[src/hdl/checkerboard_pixel_generator_assert.svh]
// ----------------------------------------------------------------------------
// Checkerboard pixel generator assertion macros
// Shared property wrappers clocked on clk_i and disabled while rst_ni is low.
// ----------------------------------------------------------------------------
`ifndef CHECKERBOARD_PIXEL_GENERATOR_ASSERT_SVH
`define CHECKERBOARD_PIXEL_GENERATOR_ASSERT_SVH

// Same-cycle implication
`define CBPG_ASSERT_NOW(label, ante, cons, msg) \
  label: assert property (@(posedge clk_i) disable iff (!rst_ni) (ante) |-> (cons)) \
    else $error(msg);

// Next-cycle implication
`define CBPG_ASSERT_NEXT(label, ante, cons, msg) \
  label: assert property (@(posedge clk_i) disable iff (!rst_ni) (ante) |=> (cons)) \
    else $error(msg);

`endif

[src/hdl/cbpg_pkg.sv]
// ----------------------------------------------------------------------------
// Checkerboard pixel generator package
// Shared widths, register indexes, luma constants and the division cell payload.
// ----------------------------------------------------------------------------
package cbpg_pkg;

  localparam int CFG_IDX_W  = 1;
  localparam int CFG_DATA_W = 13;
  localparam int DIV_W      = 13;
  localparam int OFFSET_W   = 13;
  localparam int COLOR_W    = 32;
  localparam int GRAY_W     = 8;

  localparam logic [CFG_IDX_W-1:0] CFG_CELL_SIZE = 1'd0;
  localparam logic [CFG_IDX_W-1:0] CFG_DIST_EN   = 1'd1;

  localparam logic [DIV_W-1:0] CELL_SIZE_RESET = 13'd1;

  localparam int LUMA_SUM_W   = 18;
  localparam int LUMA_RECIP_W = 19;
  localparam int LUMA_PROD_W  = LUMA_SUM_W + LUMA_RECIP_W;
  localparam int LUMA_SHIFT   = 28;

  localparam logic [LUMA_SUM_W-1:0]   LUMA_WR    = 18'd299;
  localparam logic [LUMA_SUM_W-1:0]   LUMA_WG    = 18'd587;
  localparam logic [LUMA_SUM_W-1:0]   LUMA_WB    = 18'd114;
  // ceil(2^28 / 1000), exact floor for every weighted sum up to 255000
  localparam logic [LUMA_RECIP_W-1:0] LUMA_RECIP = 19'd268436;

  typedef struct packed {
    logic               neg_x;
    logic               neg_y;
    logic               q_x;
    logic               q_y;
    logic [DIV_W-1:0]   rem_x;
    logic [DIV_W-1:0]   rem_y;
    logic [COLOR_W-1:0] first_color;
    logic [COLOR_W-1:0] second_color;
  } cbpg_cell_t;

endpackage

[src/hdl/cbpg_div_cell.sv]
// ----------------------------------------------------------------------------
// Checkerboard division cell
// One restoring division step for both coordinates, registered toward the next cell.
// ----------------------------------------------------------------------------
module cbpg_div_cell #(
  parameter int MAG_W   = 13,
  parameter int BIT_IDX = 0
) (
  input  logic                           clk_i,
  input  logic                           rst_ni,
  input  logic                           advance_i,
  input  logic                           valid_i,
  input  cbpg_pkg::cbpg_cell_t           cell_i,
  input  logic [MAG_W-1:0]               mag_x_i,
  input  logic [MAG_W-1:0]               mag_y_i,
  input  logic [cbpg_pkg::DIV_W-1:0]     divisor_i,
  output logic                           valid_o,
  output cbpg_pkg::cbpg_cell_t           cell_o,
  output logic [MAG_W-1:0]               mag_x_o,
  output logic [MAG_W-1:0]               mag_y_o
);

  import cbpg_pkg::*;

  logic [DIV_W:0]   div_ext;
  logic [DIV_W:0]   trial_x;
  logic [DIV_W:0]   trial_y;
  logic             q_x;
  logic             q_y;
  cbpg_cell_t       cell_d;
  cbpg_cell_t       cell_q;
  logic             valid_q;
  logic [MAG_W-1:0] mag_x_q;
  logic [MAG_W-1:0] mag_y_q;

  always_comb begin
    div_ext = {1'b0, divisor_i};
    trial_x = {cell_i.rem_x, mag_x_i[BIT_IDX]};
    trial_y = {cell_i.rem_y, mag_y_i[BIT_IDX]};
    q_x     = (trial_x >= div_ext);
    q_y     = (trial_y >= div_ext);
    cell_d  = cell_i;
    cell_d.q_x   = q_x;
    cell_d.q_y   = q_y;
    cell_d.rem_x = q_x ? DIV_W'(trial_x - div_ext) : trial_x[DIV_W-1:0];
    cell_d.rem_y = q_y ? DIV_W'(trial_y - div_ext) : trial_y[DIV_W-1:0];
  end

  always_ff @(posedge clk_i or negedge rst_ni) begin
    if (!rst_ni) begin
      valid_q <= 1'b0;
    end else if (advance_i) begin
      valid_q <= valid_i;
    end
  end

  always_ff @(posedge clk_i) begin
    if (advance_i) begin
      cell_q  <= cell_d;
      mag_x_q <= mag_x_i;
      mag_y_q <= mag_y_i;
    end
  end

  assign valid_o = valid_q;
  assign cell_o  = cell_q;
  assign mag_x_o = mag_x_q;
  assign mag_y_o = mag_y_q;

endmodule

[src/hdl/cbpg_luma.sv]
// ----------------------------------------------------------------------------
// Checkerboard luma tail
// Weighted RGB sum, then reciprocal multiply into the output register.
// ----------------------------------------------------------------------------
`include "checkerboard_pixel_generator_assert.svh"

module cbpg_luma (
  input  logic                          clk_i,
  input  logic                          rst_ni,
  input  logic                          advance_i,
  input  logic                          valid_i,
  input  logic [cbpg_pkg::COLOR_W-1:0]  color_i,
  output logic                          valid_o,
  output logic [cbpg_pkg::COLOR_W-1:0]  color_o,
  output logic [cbpg_pkg::GRAY_W-1:0]   gray_o
);

  import cbpg_pkg::*;

  logic [7:0]             r;
  logic [7:0]             g;
  logic [7:0]             b;
  logic [LUMA_SUM_W-1:0]  sum_d;
  logic [LUMA_SUM_W-1:0]  sum_q;
  logic [COLOR_W-1:0]     color_a_q;
  logic                   valid_a_q;
  logic [LUMA_PROD_W-1:0] prod;
  logic                   valid_q;
  logic [COLOR_W-1:0]     color_q;
  logic [GRAY_W-1:0]      gray_q;

  always_comb begin
    r     = color_i[31:24];
    g     = color_i[23:16];
    b     = color_i[15:8];
    sum_d = LUMA_WR * LUMA_SUM_W'(r) + LUMA_WG * LUMA_SUM_W'(g) + LUMA_WB * LUMA_SUM_W'(b);
    prod  = LUMA_PROD_W'(sum_q) * LUMA_PROD_W'(LUMA_RECIP);
  end

  always_ff @(posedge clk_i or negedge rst_ni) begin
    if (!rst_ni) begin
      valid_a_q <= 1'b0;
      valid_q   <= 1'b0;
    end else if (advance_i) begin
      valid_a_q <= valid_i;
      valid_q   <= valid_a_q;
    end
  end

  always_ff @(posedge clk_i) begin
    if (advance_i) begin
      sum_q     <= sum_d;
      color_a_q <= color_i;
      color_q   <= color_a_q;
      gray_q    <= prod[LUMA_SHIFT +: GRAY_W];
    end
  end

  assign valid_o = valid_q;
  assign color_o = color_q;
  assign gray_o  = gray_q;

  `CBPG_ASSERT_NEXT(a_sum_reaches_out, valid_a_q && advance_i, valid_q, "luma stage dropped a pixel")
  `CBPG_ASSERT_NOW(a_sum_in_range, valid_a_q, sum_q <= 18'd255000, "luma sum out of range")

endmodule

[src/hdl/checkerboard_pixel_generator.sv]
// ----------------------------------------------------------------------------
// Checkerboard pixel generator
// Picks one of two colors per pixel from the checker cell parity and adds luma.
// ----------------------------------------------------------------------------
// Takes one pixel per clock while in_stall_o is low and returns one result per
// pixel, in order, through a chain of max(COORD_WIDTH + 1, 13) division cells,
// one quotient bit per cell for both coordinates, then a luma sum stage and the
// output register. The whole chain advances whenever the output register is
// empty or being taken, so a pixel enters on every such cycle. The user must keep
// cell size and distortion enable static while pixels are in flight; the block
// does not enforce it. A cell size of zero is stored as one.
`include "checkerboard_pixel_generator_assert.svh"

module checkerboard_pixel_generator #(
  parameter int COORD_WIDTH = 12
) (
  input  logic                             clk_i,
  input  logic                             rst_ni,
  input  logic                             cfg_valid_i,
  output logic                             cfg_ready_o,
  input  logic [cbpg_pkg::CFG_IDX_W-1:0]   cfg_index_i,
  input  logic [cbpg_pkg::CFG_DATA_W-1:0]  cfg_data_i,
  input  logic                             in_valid_i,
  output logic                             in_stall_o,
  input  logic [COORD_WIDTH-1:0]           pixel_x_i,
  input  logic [COORD_WIDTH-1:0]           pixel_y_i,
  input  logic signed [cbpg_pkg::OFFSET_W-1:0] offset_x_i,
  input  logic signed [cbpg_pkg::OFFSET_W-1:0] offset_y_i,
  input  logic [cbpg_pkg::COLOR_W-1:0]     first_color_i,
  input  logic [cbpg_pkg::COLOR_W-1:0]     second_color_i,
  output logic                             out_valid_o,
  input  logic                             out_stall_i,
  output logic [cbpg_pkg::COLOR_W-1:0]     result_color_o,
  output logic [cbpg_pkg::GRAY_W-1:0]      result_gray_o
);

  import cbpg_pkg::*;

  localparam int SumW = ((COORD_WIDTH + 1 > OFFSET_W) ? COORD_WIDTH + 1 : OFFSET_W) + 1;
  localparam int MagW = SumW - 1;

  logic [DIV_W-1:0]       cell_size_q;
  logic                   dist_en_q;
  logic                   advance;

  logic signed [SumW-1:0] px_ext;
  logic signed [SumW-1:0] py_ext;
  logic signed [SumW-1:0] ox_ext;
  logic signed [SumW-1:0] oy_ext;
  logic signed [SumW-1:0] dist_x;
  logic signed [SumW-1:0] dist_y;
  logic                   neg_x;
  logic                   neg_y;
  logic [MagW-1:0]        mag_x;
  logic [MagW-1:0]        mag_y;

  cbpg_cell_t             cell_pl [MagW+1];
  logic                   cell_vld [MagW+1];
  logic [MagW-1:0]        mag_x_a [MagW+1];
  logic [MagW-1:0]        mag_y_a [MagW+1];

  cbpg_cell_t             tail;
  logic                   parity;
  logic [COLOR_W-1:0]     sel_color;

  // configuration
  assign cfg_ready_o = 1'b1;

  always_ff @(posedge clk_i or negedge rst_ni) begin
    if (!rst_ni) begin
      cell_size_q <= CELL_SIZE_RESET;
      dist_en_q   <= 1'b0;
    end else if (cfg_valid_i) begin
      case (cfg_index_i)
        CFG_CELL_SIZE: begin
          cell_size_q <= (cfg_data_i == '0) ? CELL_SIZE_RESET : DIV_W'(cfg_data_i);
        end
        CFG_DIST_EN: begin
          dist_en_q <= cfg_data_i[0];
        end
        default: begin
        end
      endcase
    end
  end

  // flow control
  assign advance    = !out_valid_o || !out_stall_i;
  assign in_stall_o = !advance;

  // distort and fold negatives into a one's complement magnitude
  always_comb begin
    px_ext = signed'({{(SumW - COORD_WIDTH){1'b0}}, pixel_x_i});
    py_ext = signed'({{(SumW - COORD_WIDTH){1'b0}}, pixel_y_i});
    ox_ext = signed'({{(SumW - OFFSET_W){offset_x_i[OFFSET_W-1]}}, offset_x_i});
    oy_ext = signed'({{(SumW - OFFSET_W){offset_y_i[OFFSET_W-1]}}, offset_y_i});
    dist_x = px_ext + (dist_en_q ? ox_ext : '0);
    dist_y = py_ext + (dist_en_q ? oy_ext : '0);
    neg_x  = dist_x[SumW-1];
    neg_y  = dist_y[SumW-1];
    mag_x  = neg_x ? ~dist_x[MagW-1:0] : dist_x[MagW-1:0];
    mag_y  = neg_y ? ~dist_y[MagW-1:0] : dist_y[MagW-1:0];
  end

  assign cell_vld[0] = in_valid_i;
  assign mag_x_a[0]  = mag_x;
  assign mag_y_a[0]  = mag_y;
  assign cell_pl[0]  = '{neg_x: neg_x, neg_y: neg_y, q_x: 1'b0, q_y: 1'b0,
                         rem_x: '0, rem_y: '0, first_color: first_color_i,
                         second_color: second_color_i};

  for (genvar g = 0; g < MagW; g++) begin : g_cell
    cbpg_div_cell #(
      .MAG_W   (MagW),
      .BIT_IDX (MagW - 1 - g)
    ) u_cell (
      .clk_i     (clk_i),
      .rst_ni    (rst_ni),
      .advance_i (advance),
      .valid_i   (cell_vld[g]),
      .cell_i    (cell_pl[g]),
      .mag_x_i   (mag_x_a[g]),
      .mag_y_i   (mag_y_a[g]),
      .divisor_i (cell_size_q),
      .valid_o   (cell_vld[g+1]),
      .cell_o    (cell_pl[g+1]),
      .mag_x_o   (mag_x_a[g+1]),
      .mag_y_o   (mag_y_a[g+1])
    );
  end

  // floor(n/d) for negative n is -(~n / d) - 1, which flips the parity
  assign tail      = cell_pl[MagW];
  assign parity    = tail.q_x ^ tail.q_y ^ tail.neg_x ^ tail.neg_y;
  assign sel_color = parity ? tail.second_color : tail.first_color;

  cbpg_luma u_luma (
    .clk_i     (clk_i),
    .rst_ni    (rst_ni),
    .advance_i (advance),
    .valid_i   (cell_vld[MagW]),
    .color_i   (sel_color),
    .valid_o   (out_valid_o),
    .color_o   (result_color_o),
    .gray_o    (result_gray_o)
  );

  `CBPG_ASSERT_NOW(a_size_nonzero, 1'b1, cell_size_q != '0, "cell size register holds zero")
  `CBPG_ASSERT_NOW(a_stall_only_full, in_stall_o, out_valid_o, "input stalled with empty output")
  `CBPG_ASSERT_NEXT(a_hold_when_stalled, in_stall_o, $stable(cell_vld[MagW]), "chain moved while stalled")

endmodule

[config.mk]
export PLATFORM = sky130hd
export DESIGN_NAME = checkerboard_pixel_generator
export DESIGN_NICKNAME = d
export VERILOG_FILES = /design/src/hdl/cbpg_pkg.sv /design/src/hdl/cbpg_div_cell.sv /design/src/hdl/cbpg_luma.sv /design/src/hdl/checkerboard_pixel_generator.sv
export VERILOG_INCLUDE_DIRS = /design/src /design/src/hdl
export SDC_FILE = /design/constraint.sdc
export NUM_CORES = 2
export LEC_CHECK = 0
export BUFFER_PORTS_ARGS = -buffer_cell sky130_fd_sc_hd__buf_2
export CAP_MARGIN = 20
export CORE_ASPECT_RATIO = 0.7
export CORE_UTILIZATION = 58
export DETAILED_ROUTE_END_ITERATION = 16
export PLACE_DENSITY = 0.71
export SLEW_MARGIN = 20
export SYNTH_ARGS = -nofsm -noshare
export SYNTH_HDL_FRONTEND = slang
export SYNTH_SLANG_ARGS = --single-unit
[constraint.sdc]
create_clock -name clk_i -period 106.3 [get_ports clk_i]
set_input_delay 10.63 -clock clk_i [delete_from_list [all_inputs] [get_ports clk_i]]
set_output_delay 10.63 -clock clk_i [all_outputs]
set_load 0.005 [all_outputs]
==> impl_metrics.toml <==
[clock_network]
cts.sinks = 1447
cts_tree = "done"
clk_latency_ps = 790
cts_buffer_depth = 3
cts_root_buf = "clkbuf_16"
post-cts-setup-buffers = 0
clkTransAtPathRegs_ps = 60
htree_levels = 4
cts_hold_buf = 0
numCtsBuffers = 136
cts_resized = 0

[worst_setup_path]
critPathMaxFanout = 57
arrival_ps = 11730
worstSetupStartpoint = "out_stall_i"
r2r_slack_ps = 97830
cp_common_cell = "buf_2"
cp-start-kind = "input port"
r2r-end = "u_luma.sum_q[15]"
max_stage_delay_ps = 550
timing.rr.start = "g_cell[12].u_cell.cell_o[93]"
path_cells = "buf_2, nand2_4, inv_1, buf_2"
r2r_cells = 31
end_kind = "output port"
cp-endpoint = "in_stall_o"
worstPathRequired_ps = 95670
crit_type = "in -> out"
slowest_stage = "nand2_4"

[route]
vias = 38110
routedWlPerCell_um = 17.61
routed_wl_mm = 121.1
drc_errors = 0
antenna_left = 0
first_iter_violations = 2665
vias_per_cell = 5.542
drt-pass1-iter-count = 7

[logic_synthesis]
synth_top_cell_area_share_pct = 61.06
avgSynthCellArea_um2 = 14.26
syn_nets = 5750
synth-edff-count = 1418
synthCells = 4890
ys_warn_count = 0
synth_area_leader_cell = "edfxtp_1"
syn_area_um2 = 69730
synthArstFlopShare_pct = 2.004
synth_flop_cell = "edfxtp_1"
ys_types = 82
ys_seq_area_share_pct = 62.10
netlist_top_cells_area = "edfxtp_1 61%, ha_1 11%, fa_1 4.0%"
ys_ff_latch = 1447

[finish]
final_common_cell = "edfxtp_1"
drive_above_1_share_pct = 12.26
instances_no_fill = 6876
utilization_pct = 64.77
insertedDiodeCount = 0
area_growth_pct = 10.87
final_cell_mix = "1418 x edfxtp_1, 589 x ha_1, 440 x inv_1"
final_area_um2 = 77310
layout.nets = 6060

[global_route]
grt_pass1_vias = 37176
grt_usage_pct = 20.32
grt_first_pass_wirelength_mm = 195.2
overflow = 0
antenna_found_initial = 0
grt_start_max_net_pins = 191

[timing]
finalHoldViolations = 0
rsz0062_at_grt = "no"
period_share_pct = 21.03
setup_viol = 0
fmax_mhz = 44.73
tns_ps = 0
skew_ps = 32.30
slew_headroom_pct = 29.40
fin_crit_ps = 22360
drv_slew = 0
worstMarginPinSlew_ps = 1059

[die]
pin_count = 176
core-area_um2 = 119400
core.rowCount = 106
start_util_pct = 58.42
dieWidth_um = 416.4
die_h_um = 292.1
die_area_um2 = 121600

[placed_design]
place_hpwl_mm = 81.64
routabilityCongestion = 0.8521
place_area_um2 = 72760
numPlacedInstances = 6628
io_buffers = 174

[worst_hold_path]
hp-class = "reg -> reg"
whs_path_depth = 0

[flow_run]
maxCapViolations = 0

[status]
status = "complete, no violations"
-- cells in the mapped netlist, drive strengths merged, types with 67 or more instances --
| cell | count |
|---|---|
| nor2 | 259 |
| xnor2 | 164 |
| ha | 589 |
| mux2 | 170 |
| inv | 442 |
| edfxtp | 1418 |
| nor3 | 67 |
| o21ai | 218 |
| a21o | 88 |
| nand2 | 240 |
| fa | 138 |
| a21oi | 208 |
| nor2b | 78 |
-- worst min-delay path by stage --
stage                                     start                      endpoint  slack, ps
floorplan            g_cell[9].u_cell.cell_o[0]   g_cell[10].u_cell.cell_o[0]        400
global placement    g_cell[8].u_cell.cell_o[37]   g_cell[9].u_cell.cell_o[37]        400
detailed placement  g_cell[9].u_cell.cell_o[30]  g_cell[10].u_cell.cell_o[30]        400
CTS                 g_cell[4].u_cell.cell_o[46]   g_cell[5].u_cell.cell_o[46]        400
global route        g_cell[1].u_cell.cell_o[45]   g_cell[2].u_cell.cell_o[45]        410
finish              g_cell[4].u_cell.cell_o[46]   g_cell[5].u_cell.cell_o[46]        400
-- layer usage --
layer  global-route usage, %  part of all wire [%]  vias to the layer above
li1                        -                     -                    18863
met1                   29.63                    48                    18329
met2                   31.58                    45                      735
met3                   3.731                   5.0                      183
met4                   5.391                   1.9                        0
met5                       0                     0                        -
-- final cells by class --
class                           instances  area [µm²]
Fill cell                            8602       42050
Clock buffer                          162        3585
Tap cell                             1566        1959
Timing Repair Buffer                  222        1269
Inverter                              442        1659
Sequential cell                      1447       43310
Multi-Input combinational cell       2951       24570
Clock inverter                         86       964.7
-- sequential cells by signal, indices dropped and copies added (netlist names) --
register and cells:
cell_size_q 13, g_cell.u_cell.valid_o 13, g_cell.u_cell.cell_o 1172, u_luma.gray_o 8, dist_en_q 1, u_luma.valid_a_q 1
u_luma.valid_o 1, u_luma.color_a_q 32, g_cell.u_cell.mag_y_o 78, u_luma.color_o 32, u_luma.sum_q 18, g_cell.u_cell.mag_x_o 78
-- critical path: cells and delay by family --
kind / cells / cell delay (ps)
AND/OR/NAND/NOR: 1 / 550
buffers and inverters: 3 / 500
-- cells by family after synthesis --
group / share of synthesized area (%)
AO/OA/AOI/OAI: 8.054
buffers and inverters: 2.715
AND/OR/NAND/NOR: 6.335
flip-flops: 62.10
adder cells (fa/ha/maj): 14.53
XOR/XNOR: 2.751
multiplexers: 3.506
other: 0.005378
-- stage by stage --
stage / setup slack [ps] / hold slack, ps
2_1_floorplan: 44850 / 400.3
6_report: 83940 / 403.6
4_1_cts: 83840 / 404.6
3_3_place_gp: 83850 / 400.1
3_5_place_dp: 83840 / 404.5
5_1_grt: 83810 / 414.5
Power is not shown: default switching activity piles up to over one toggle a cycle in this logic, so the estimate is an artifact.
